`config.mk`:
```
export PLATFORM = sky130hd
export DESIGN_NAME = civil_date_serial_day_converter_core
export DESIGN_NICKNAME = d
export VERILOG_FILES = /design/src/rtl/core/cdsd_pkg.sv /design/src/rtl/core/cdsd_pack.sv /design/src/rtl/core/cdsd_year_est.sv /design/src/rtl/core/cdsd_year_sel.sv /design/src/rtl/core/cdsd_month_split.sv /design/src/rtl/core/civil_date_serial_day_converter_core.sv
export SDC_FILE = /design/constraint.sdc
export NUM_CORES = 2
export LEC_CHECK = 0
export BUFFER_PORTS_ARGS = -buffer_cell sky130_fd_sc_hd__clkbuf_2
export CAP_MARGIN = 25
export CORE_MARGIN = 2
export CORE_UTILIZATION = 54
export DETAILED_ROUTE_END_ITERATION = 12
export PLACE_DENSITY = 0.76
export SKIP_LAST_GASP = 1
export SLEW_MARGIN = 20
export SYNTH_ARGS = -nofsm -noshare
export SYNTH_HDL_FRONTEND = slang
export SYNTH_SLANG_ARGS = --single-unit
```
`constraint.sdc`:
```
create_clock -name clk -period 17.9 [get_ports clk]
set_input_delay 1.79 -clock clk [delete_from_list [all_inputs] [get_ports clk]]
set_output_delay 1.79 -clock clk [all_outputs]
set_load 0.1 [all_outputs]
```
`src/rtl/core/cdsd_pkg.sv`:
```
// Shared types, constants and calendar arithmetic for the civil date / serial day converter.
package cdsd_pkg;

    // Valid window: 1900-01-01 is serial 2, 9999-12-31 is serial 2958465
    localparam logic [13:0] YEAR_MIN   = 14'd1900;
    localparam logic [13:0] YEAR_MAX   = 14'd9999;
    localparam logic [21:0] SERIAL_MIN = 22'd2;
    localparam logic [21:0] SERIAL_MAX = 22'd2958465;

    // Day count from 0000-03-01 to serial zero, less the March-based year offset of Jan 1
    localparam logic [21:0] JAN1_BIAS = 22'd693593;

    // Year estimate: (serial - EST_BIAS) / 365.2425, biased about half a year low
    localparam logic [21:0] EST_BIAS  = 22'd185;
    localparam logic [15:0] EST_RECIP = 16'd45934;   // 2^24 / 365.2425

    // Reciprocal for x / 100 on 14-bit values, exact for every 14-bit x
    localparam logic [12:0] DIV100_RECIP = 13'd5243; // 2^19 / 100, rounded up

    // Operation codes
    localparam logic OP_PACK   = 1'b0;
    localparam logic OP_UNPACK = 1'b1;

    typedef struct packed {
        logic        op;
        logic [13:0] year;
        logic [3:0]  month;
        logic [4:0]  day;
        logic [21:0] serial;
    } in_item_t;

    // After the first step: packed serial or echoed serial, plus year estimate
    typedef struct packed {
        logic        op;
        logic        ok;
        logic [21:0] serial;
        logic [13:0] year;
        logic [3:0]  month;
        logic [4:0]  day;
        logic [12:0] est;
    } s1_t;

    // After the second step: resolved year and day of year
    typedef struct packed {
        logic        op;
        logic        ok;
        logic [21:0] serial;
        logic [13:0] year;
        logic [3:0]  month;
        logic [4:0]  day;
        logic [8:0]  doy;
    } s2_t;

    typedef struct packed {
        logic [21:0] serial;
        logic [13:0] year;
        logic [3:0]  month;
        logic [4:0]  day;
        logic        ok;
    } out_item_t;

    // x / 100 by reciprocal multiply
    function automatic logic [7:0] div100(input logic [13:0] x);
        logic [26:0] p;
        p = 27'(x) * 27'(DIV100_RECIP);
        return p[26:19];
    endfunction

    function automatic logic [6:0] rem100(input logic [13:0] x);
        logic [13:0] r;
        r = x - 14'(div100(x)) * 14'd100;
        return r[6:0];
    endfunction

    // Divisible by 4 and either not by 100 or by 400 (400 | y  <=>  4 | y and 100 | y/4)
    function automatic logic is_leap(input logic [13:0] y);
        logic [6:0] r_y;
        logic [6:0] r_q;
        r_y = rem100(y);
        r_q = rem100({2'b00, y[13:2]});
        return (y[1:0] == 2'b00) && ((r_y != 7'd0) || (r_q == 7'd0));
    endfunction

    // Serial of January 1 of year y (y >= 1900)
    function automatic logic [21:0] jan1_serial(input logic [13:0] y);
        logic [13:0] ya;
        logic [21:0] acc;
        ya  = y - 14'd1;
        acc = 22'(ya) * 22'd365 + 22'(ya[13:2]) - 22'(div100(ya))
            + 22'(div100({2'b00, ya[13:2]}));
        return acc - JAN1_BIAS;
    endfunction

    // Days in the year before the first of month m
    function automatic logic [8:0] days_before_month(input logic [3:0] m, input logic leap);
        logic [8:0] base;
        case (m)
            4'd1:    base = 9'd0;
            4'd2:    base = 9'd31;
            4'd3:    base = 9'd59;
            4'd4:    base = 9'd90;
            4'd5:    base = 9'd120;
            4'd6:    base = 9'd151;
            4'd7:    base = 9'd181;
            4'd8:    base = 9'd212;
            4'd9:    base = 9'd243;
            4'd10:   base = 9'd273;
            4'd11:   base = 9'd304;
            4'd12:   base = 9'd334;
            default: base = 9'd0;
        endcase
        if (leap && (m >= 4'd3) && (m <= 4'd12))
        begin
            base = base + 9'd1;
        end
        return base;
    endfunction

    // Length of month m, zero for a month code that does not exist
    function automatic logic [4:0] month_length(input logic [3:0] m, input logic leap);
        logic [4:0] len;
        case (m)
            4'd1, 4'd3, 4'd5, 4'd7, 4'd8, 4'd10, 4'd12: len = 5'd31;
            4'd4, 4'd6, 4'd9, 4'd11:                    len = 5'd30;
            4'd2:                                       len = leap ? 5'd29 : 5'd28;
            default:                                    len = 5'd0;
        endcase
        return len;
    endfunction

endpackage

```
`src/rtl/core/cdsd_pack.sv`:
```
// Date to serial: validity check and serial day number for a year, month and day.
module cdsd_pack (
    input  cdsd_pkg::in_item_t item,
    output logic               ok,
    output logic [21:0]        serial
);
    import cdsd_pkg::*;

    logic       leap;
    logic [4:0] mlen;

    // Month length also rejects month codes outside 1..12
    always_comb
    begin
        leap   = is_leap(item.year);
        mlen   = month_length(item.month, leap);
        ok     = (item.year >= YEAR_MIN) && (item.year <= YEAR_MAX)
              && (item.day != 5'd0) && (item.day <= mlen);
        serial = ok ? (jan1_serial(item.year) + 22'(days_before_month(item.month, leap))
                       + 22'(item.day) - 22'd1)
                    : '0;
    end

endmodule

```
`src/rtl/core/cdsd_year_est.sv`:
```
// Serial to date, first step: range check and a year estimate by reciprocal multiply.
module cdsd_year_est (
    input  logic [21:0] serial,
    output logic        ok,
    output logic [12:0] est
);
    import cdsd_pkg::*;

    logic [21:0] span;
    logic [37:0] prod;

    // Estimate is the true year offset from 1900 or one below it
    always_comb
    begin
        ok   = (serial >= SERIAL_MIN) && (serial <= SERIAL_MAX);
        span = (serial >= EST_BIAS) ? (serial - EST_BIAS) : '0;
        prod = 38'(span) * 38'(EST_RECIP);
        est  = prod[36:24];
    end

endmodule

```
`src/rtl/core/cdsd_year_sel.sv`:
```
// Serial to date, second step: pick the year from two candidates and form the day of year.
module cdsd_year_sel (
    input  cdsd_pkg::s1_t cur,
    output cdsd_pkg::s2_t nxt
);
    import cdsd_pkg::*;

    logic [13:0] y_lo;
    logic [13:0] y_hi;
    logic [21:0] j_lo;
    logic [21:0] j_hi;
    logic        take_hi;
    logic [21:0] diff;

    always_comb
    begin
        y_lo    = YEAR_MIN + 14'(cur.est);
        y_hi    = y_lo + 14'd1;
        j_lo    = jan1_serial(y_lo);
        j_hi    = jan1_serial(y_hi);
        take_hi = (cur.serial >= j_hi);
        diff    = take_hi ? (cur.serial - j_hi) : (cur.serial - j_lo);

        nxt.op     = cur.op;
        nxt.ok     = cur.ok;
        nxt.serial = cur.serial;
        nxt.month  = cur.month;
        nxt.day    = cur.day;
        nxt.doy    = diff[8:0];
        nxt.year   = (cur.op == OP_UNPACK) ? (take_hi ? y_hi : y_lo) : cur.year;
    end

endmodule

```
`src/rtl/core/cdsd_month_split.sv`:
```
// Serial to date, last step: month and day from day of year; final result fields.
module cdsd_month_split (
    input  cdsd_pkg::s2_t       cur,
    output cdsd_pkg::out_item_t res
);
    import cdsd_pkg::*;

    logic       leap;
    logic [3:0] mon;
    logic [8:0] day_full;

    // Eleven independent compares against the month start table
    always_comb
    begin
        leap = is_leap(cur.year);
        mon  = 4'd1;
        for (int i = 2; i <= 12; i++)
        begin
            if (cur.doy >= days_before_month(4'(i), leap))
            begin
                mon = 4'(i);
            end
        end
        day_full = cur.doy - days_before_month(mon, leap) + 9'd1;
    end

    // Pack echoes its inputs; unpack zeroes the date of a serial out of range
    always_comb
    begin
        res.serial = cur.serial;
        res.ok     = cur.ok;
        if (cur.op == OP_PACK)
        begin
            res.year  = cur.year;
            res.month = cur.month;
            res.day   = cur.day;
        end
        else if (cur.ok)
        begin
            res.year  = cur.year;
            res.month = mon;
            res.day   = day_full[4:0];
        end
        else
        begin
            res.year  = '0;
            res.month = '0;
            res.day   = '0;
        end
    end

endmodule

```
`src/rtl/core/civil_date_serial_day_converter_core.sv`:
```
// A result shows on the output register after the input, estimate and year stages.
// Throughput: one item per cycle when not stalled; four registered stages (input, estimate,
// year, result), and ready propagates back so any free stage lets the next item in.
// Reset: rst_n clears every stage's valid bit at once; payload registers are not reset.
// The block holds no other state.
module civil_date_serial_day_converter_core (
    input  logic        clk,
    input  logic        rst_n,
    input  logic        in_valid,
    output logic        in_ready,
    input  logic        op,
    input  logic [13:0] in_year,
    input  logic [3:0]  in_month,
    input  logic [4:0]  in_day,
    input  logic [21:0] in_serial,
    output logic        out_valid,
    input  logic        out_ready,
    output logic [21:0] out_serial,
    output logic [13:0] out_year,
    output logic [3:0]  out_month,
    output logic [4:0]  out_day,
    output logic        valid_res
);
    import cdsd_pkg::*;

    in_item_t  in_reg;
    s1_t       s1_reg;
    s2_t       s2_reg;
    out_item_t out_reg;

    in_item_t  in_next;
    s1_t       s1_next;
    s2_t       s2_next;
    out_item_t out_next;

    logic in_v_reg, s1_v_reg, s2_v_reg, out_v_reg;
    logic in_v_next, s1_v_next, s2_v_next, out_v_next;

    logic accept;
    logic free_out, free_s2, free_s1, free_in;
    logic mv_in, mv_s1, mv_s2;

    logic        pack_ok;
    logic [21:0] pack_serial;
    logic        est_ok;
    logic [12:0] est;

    // Stall chain: a stage is free when empty or when it moves on this cycle
    always_comb
    begin
        free_out = !out_v_reg || out_ready;
        mv_s2    = s2_v_reg && free_out;
        free_s2  = !s2_v_reg || free_out;
        mv_s1    = s1_v_reg && free_s2;
        free_s1  = !s1_v_reg || free_s2;
        mv_in    = in_v_reg && free_s1;
        free_in  = !in_v_reg || free_s1;
        accept   = in_valid && free_in;

        in_v_next  = accept ? 1'b1 : (mv_in ? 1'b0 : in_v_reg);
        s1_v_next  = mv_in  ? 1'b1 : (mv_s1 ? 1'b0 : s1_v_reg);
        s2_v_next  = mv_s1  ? 1'b1 : (mv_s2 ? 1'b0 : s2_v_reg);
        out_v_next = mv_s2  ? 1'b1 : ((out_v_reg && out_ready) ? 1'b0 : out_v_reg);
    end

    // Input item capture
    always_comb
    begin
        in_next.op     = op;
        in_next.year   = in_year;
        in_next.month  = in_month;
        in_next.day    = in_day;
        in_next.serial = in_serial;
    end

    // First step: pack, and year estimate for unpack
    cdsd_pack u_pack (
        .item   (in_reg),
        .ok     (pack_ok),
        .serial (pack_serial)
    );

    cdsd_year_est u_year_est (
        .serial (in_reg.serial),
        .ok     (est_ok),
        .est    (est)
    );

    always_comb
    begin
        s1_next.op     = in_reg.op;
        s1_next.ok     = (in_reg.op == OP_UNPACK) ? est_ok : pack_ok;
        s1_next.serial = (in_reg.op == OP_UNPACK) ? in_reg.serial : pack_serial;
        s1_next.year   = in_reg.year;
        s1_next.month  = in_reg.month;
        s1_next.day    = in_reg.day;
        s1_next.est    = est;
    end

    // Second step: year resolve
    cdsd_year_sel u_year_sel (
        .cur (s1_reg),
        .nxt (s2_next)
    );

    // Third step: month and day
    cdsd_month_split u_month_split (
        .cur (s2_reg),
        .res (out_next)
    );

    // Valid bits
    always_ff @(posedge clk or negedge rst_n)
    begin
        if (!rst_n)
        begin
            in_v_reg  <= 1'b0;
            s1_v_reg  <= 1'b0;
            s2_v_reg  <= 1'b0;
            out_v_reg <= 1'b0;
        end
        else
        begin
            in_v_reg  <= in_v_next;
            s1_v_reg  <= s1_v_next;
            s2_v_reg  <= s2_v_next;
            out_v_reg <= out_v_next;
        end
    end

    // Payload registers load when their upstream stage moves
    always_ff @(posedge clk)
    begin
        if (accept)
        begin
            in_reg <= in_next;
        end
        if (mv_in)
        begin
            s1_reg <= s1_next;
        end
        if (mv_s1)
        begin
            s2_reg <= s2_next;
        end
        if (mv_s2)
        begin
            out_reg <= out_next;
        end
    end

    assign in_ready   = free_in;
    assign out_valid  = out_v_reg;
    assign out_serial = out_reg.serial;
    assign out_year   = out_reg.year;
    assign out_month  = out_reg.month;
    assign out_day    = out_reg.day;
    assign valid_res  = out_reg.ok;

endmodule

```
==> summary.md <==
| Metric | Value |
|---|---|
| Status | `finished, final reports clean` |
| Die H | `roughly 320 um` |
| Skew-Pair Late Insertion Delay | `630 ps` |
| Drt total wl | `128000 um` |
| Wire length on met2 | `roughly 60000 um` |
| Reg2reg start | `s1_reg[2]` |
| Number of global-route vias before repair | `a little under 40000` |
| Die Area | `~100000 um^2` |
| Crit Path Class | `register to register` |
| Worst slew margin | `0.333` |
| # IOs | `just under 100` |
| R2R setup slack | `~1200 ps` |
| Starting DRT DRC Count | `about 2100` |
| Worst R2R End | `s2_reg[30]` |
| Worst R2R Path Depth | `64` |
| Seq cells post-synth | `between 200 and 250` |
| Post-cts gate resize count | `0` |
| Worst Skew | `23.7 ps` |
| Initial antenna violation count | `6` |
| Synthesized netlist cell count | `5196` |
| Layout cells sized above 1 | `0.0520` |
| Routed len/inst | `19.2 um` |
| Final Hold Vio Count | `0` |
| Predominant post-synthesis flop cell | `edfxtp_1` |
| Peak Freq | `59.8 MHz` |
| Final setup viols | `0` |
| CTS tree | `yes` |
| Area growth syn-to-layout | `6.27%` |
| Hold WS | `between 400 and 500 ps` |
| Critical Path End | `s2_reg[30]` |
| Most used cell, CP | `inv_1` |
| Final Critical Period | `~17000 ps` |
| Max Slew Vio Count | `0` |
| Post-synth EDFFs | `208` |
| Synth area leader | `fa_1` |
| Hold Path Class | `register to register` |
| Longest Clk Path Bufs | `3` |
| CP Launch Type | `register` |
| Met1 WL | `54300 um` |
| First-pass GRT wire length | `~210000 um` |
| Chip width | `roughly 320 um` |
| Setup TNS | `0 ps` |
| Total CTS buffers | `28` |
| Distinct cell type count after synthesis | `between 90 and 100` |
| Largest net degree at the start of global routing | `61` |
| Delay of the slowest critical-path stage | `between 700 and 800 ps` |
| Arr. time, crit path | `around 17000 ps` |
| Mapped Area | `between 50000 and 60000 um^2` |
| Slowest-stage cell, CP | `xnor2_1` |
| Yosys warns | `0` |
| Via count | `35818` |
| Post-route DRC | `0` |
| RSZ-0062 raised after global routing | `false` |
| Postcts setup bufs | `0` |
| Worst-Margin Slew | `roughly 1000 ps` |
| Post-DP HPWL | `between 100000 and 150000 um` |
| Ranking of synthesized cells by area | `fa_1 (32%), ha_1 (28%), edfxtp_1 (12%), inv_1 (11%), xnor2_1 (3.1%)` |
| 1st-pass router iterations | `5` |
| Detail Route met3 WL | `8370 um` |
| Cell Rows | `~120` |
| Post-synthesis sequential area ratio | `0.122` |
| GR Overflow Total | `0` |
| IO Port Bufs | `97` |
| Hold-fix buffers at CTS | `0` |
| CTS Sinks | `~220` |
| Vias/cell | `~5.4` |
| Net Count, Synth | `between 7000 and 8000` |
| Final GP Congestion | `about 0.95` |
| Critical path fanouts, max | `31` |
| Post-synth ARST share | `0.0181` |
| CORE AREA | `around 98000 um^2` |
| Nets@finish | `~7500` |
| Clock slew at reported path FFs | `approximately 70 ps` |
| Fin crit share | `0.934` |
| # H-tree levels | `1` |
| Largest register FFs | `60` |
| Synth top area share | `0.324` |
| Crit path from | `s1_reg[2]` |
| Top layer in use | `met5` |
| Gr usage total | `0.263` |
| Critical path endpoint category | `register` |
| Number of antenna-violating nets in the routed design | `0` |
| Clock root cell | `clkbuf_16` |
| Syn Area/Cell | `about 10 um^2` |
| Max-cap violations | `0` |
| Initial core utilization | `0.545` |
| CP required | `~18000 ps` |
synth_stat cells (44+ instances only):
| master | n |
|---|---|
| nor3_1 | 48 |
| a21o_1 | 61 |
| edfxtp_1 | 208 |
| nand3_1 | 44 |
| a21oi_1 | 127 |
| nor2_1 | 132 |
| o21ai_0 | 103 |
| nand2_1 | 131 |
| xnor2_1 | 189 |
| xor2_1 | 89 |
| ha_1 | 1194 |
| fa_1 | 868 |
| inv_1 | 1512 |
through the flow:
step	cells	setup slack [ps]	cell area [um^2]	utilization
after floorplan	5196	2950	53600	-
after global placement	6600	1540	56000	0.569
after detailed placement	6600	1280	56000	0.569
after CTS	6650	1250	56900	0.579
after global routing	6651	112	57000	0.579
final	6652	1170	57000	0.579
metal layers:
| layer | vias to the layer above | GRT usage |
|---|---|---|
| met1 | 17813 | 0.348 |
| met3 | 258 | 0.0415 |
| met5 | - | 0 |
| li1 | 16771 | - |
| met2 | 974 | 0.437 |
| met4 | 2 | 0.0975 |
placed cells by master, fill, tap and decap left out, drive strengths merged, types with 6 or more instances in the layout:
| master | n |
|---|---|
| inv | 1520 |
| ha | 1194 |
| fa | 868 |
| edfxtp | 208 |
| xnor2 | 190 |
| nor2 | 134 |
| nand2 | 133 |
| a21oi | 130 |
| clkbuf | 128 |
| o21ai | 110 |
| xor2 | 93 |
| a21o | 62 |
| buf | 50 |
| nor3 | 49 |
| nand3 | 44 |
| o21a | 34 |
| nand2b | 34 |
| or2 | 29 |
| nand4 | 26 |
| and2 | 26 |
| nor2b | 22 |
| a31oi | 20 |
| o21bai | 19 |
| and3 | 17 |
| nor4 | 15 |
| o211ai | 12 |
| mux2i | 12 |
| mux2 | 12 |
| a211oi | 11 |
| or3 | 10 |
| a2111oi | 10 |
| dfxtp | 9 |
| o22ai | 9 |
| o31ai | 8 |
| clkinv | 8 |
| a221oi | 6 |
| a31o | 6 |
| or4 | 6 |
cell type report:
| cell class | instances | area (um^2) |
|---|---|---|
| fill | 8235 | 41500 |
| multi-input combinational | 3431 | 41300 |
| sequential | 221 | 6530 |
| inverter | 1514 | 5690 |
| tap | 1287 | 1610 |
| timing repair buffer | 148 | 868 |
| clock buffer | 30 | 708 |
| clock inverter | 20 | 233 |
| antenna | 1 | 2.50 |
worst min path at each step:
stage / start / to / slack [ps] / cells past startpoint
floorplan: s2_reg[32] / out_serial[0] / 400 / 0
global placement: s1_reg[14] / s2_reg[10] / 400 / 0
detailed placement: s2_reg[39] / out_serial[7] / 400 / 0
CTS: s2_reg[38] / out_serial[6] / 420 / 0
global route: s2_reg[38] / out_serial[6] / 420 / 0
finish: s1_reg[18] / s2_reg[14] / 420 / 0
cell families after synthesis:
| kind of cell | Yosys count | synth area share |
|---|---|---|
| AOI/OAI and AO/OA | 491 | 0.0606 |
| xor gates and xnor gates | 284 | 0.0478 |
| adders and majority gates | 2062 | 0.603 |
| buffers and inverters | 1544 | 0.108 |
| DFF | 221 | 0.122 |
| muxes | 24 | 0.00476 |
| and+or+nand+nor | 570 | 0.0539 |
critical path: cells and delay by family, from the launching register on:
family / cells / cell delay, ps
fa+ha+maj: 14 / 6020
compound gates: 18 / 3550
simple gates: 13 / 2920
buf+inv: 12 / 1580
xor+xnor: 5 / 1570
mux: 2 / 510
flops: 1 / 320
Power is left out: the tool's default activity adds up to more than one toggle a clock period on the data nets, which glitch-free logic cannot reach.
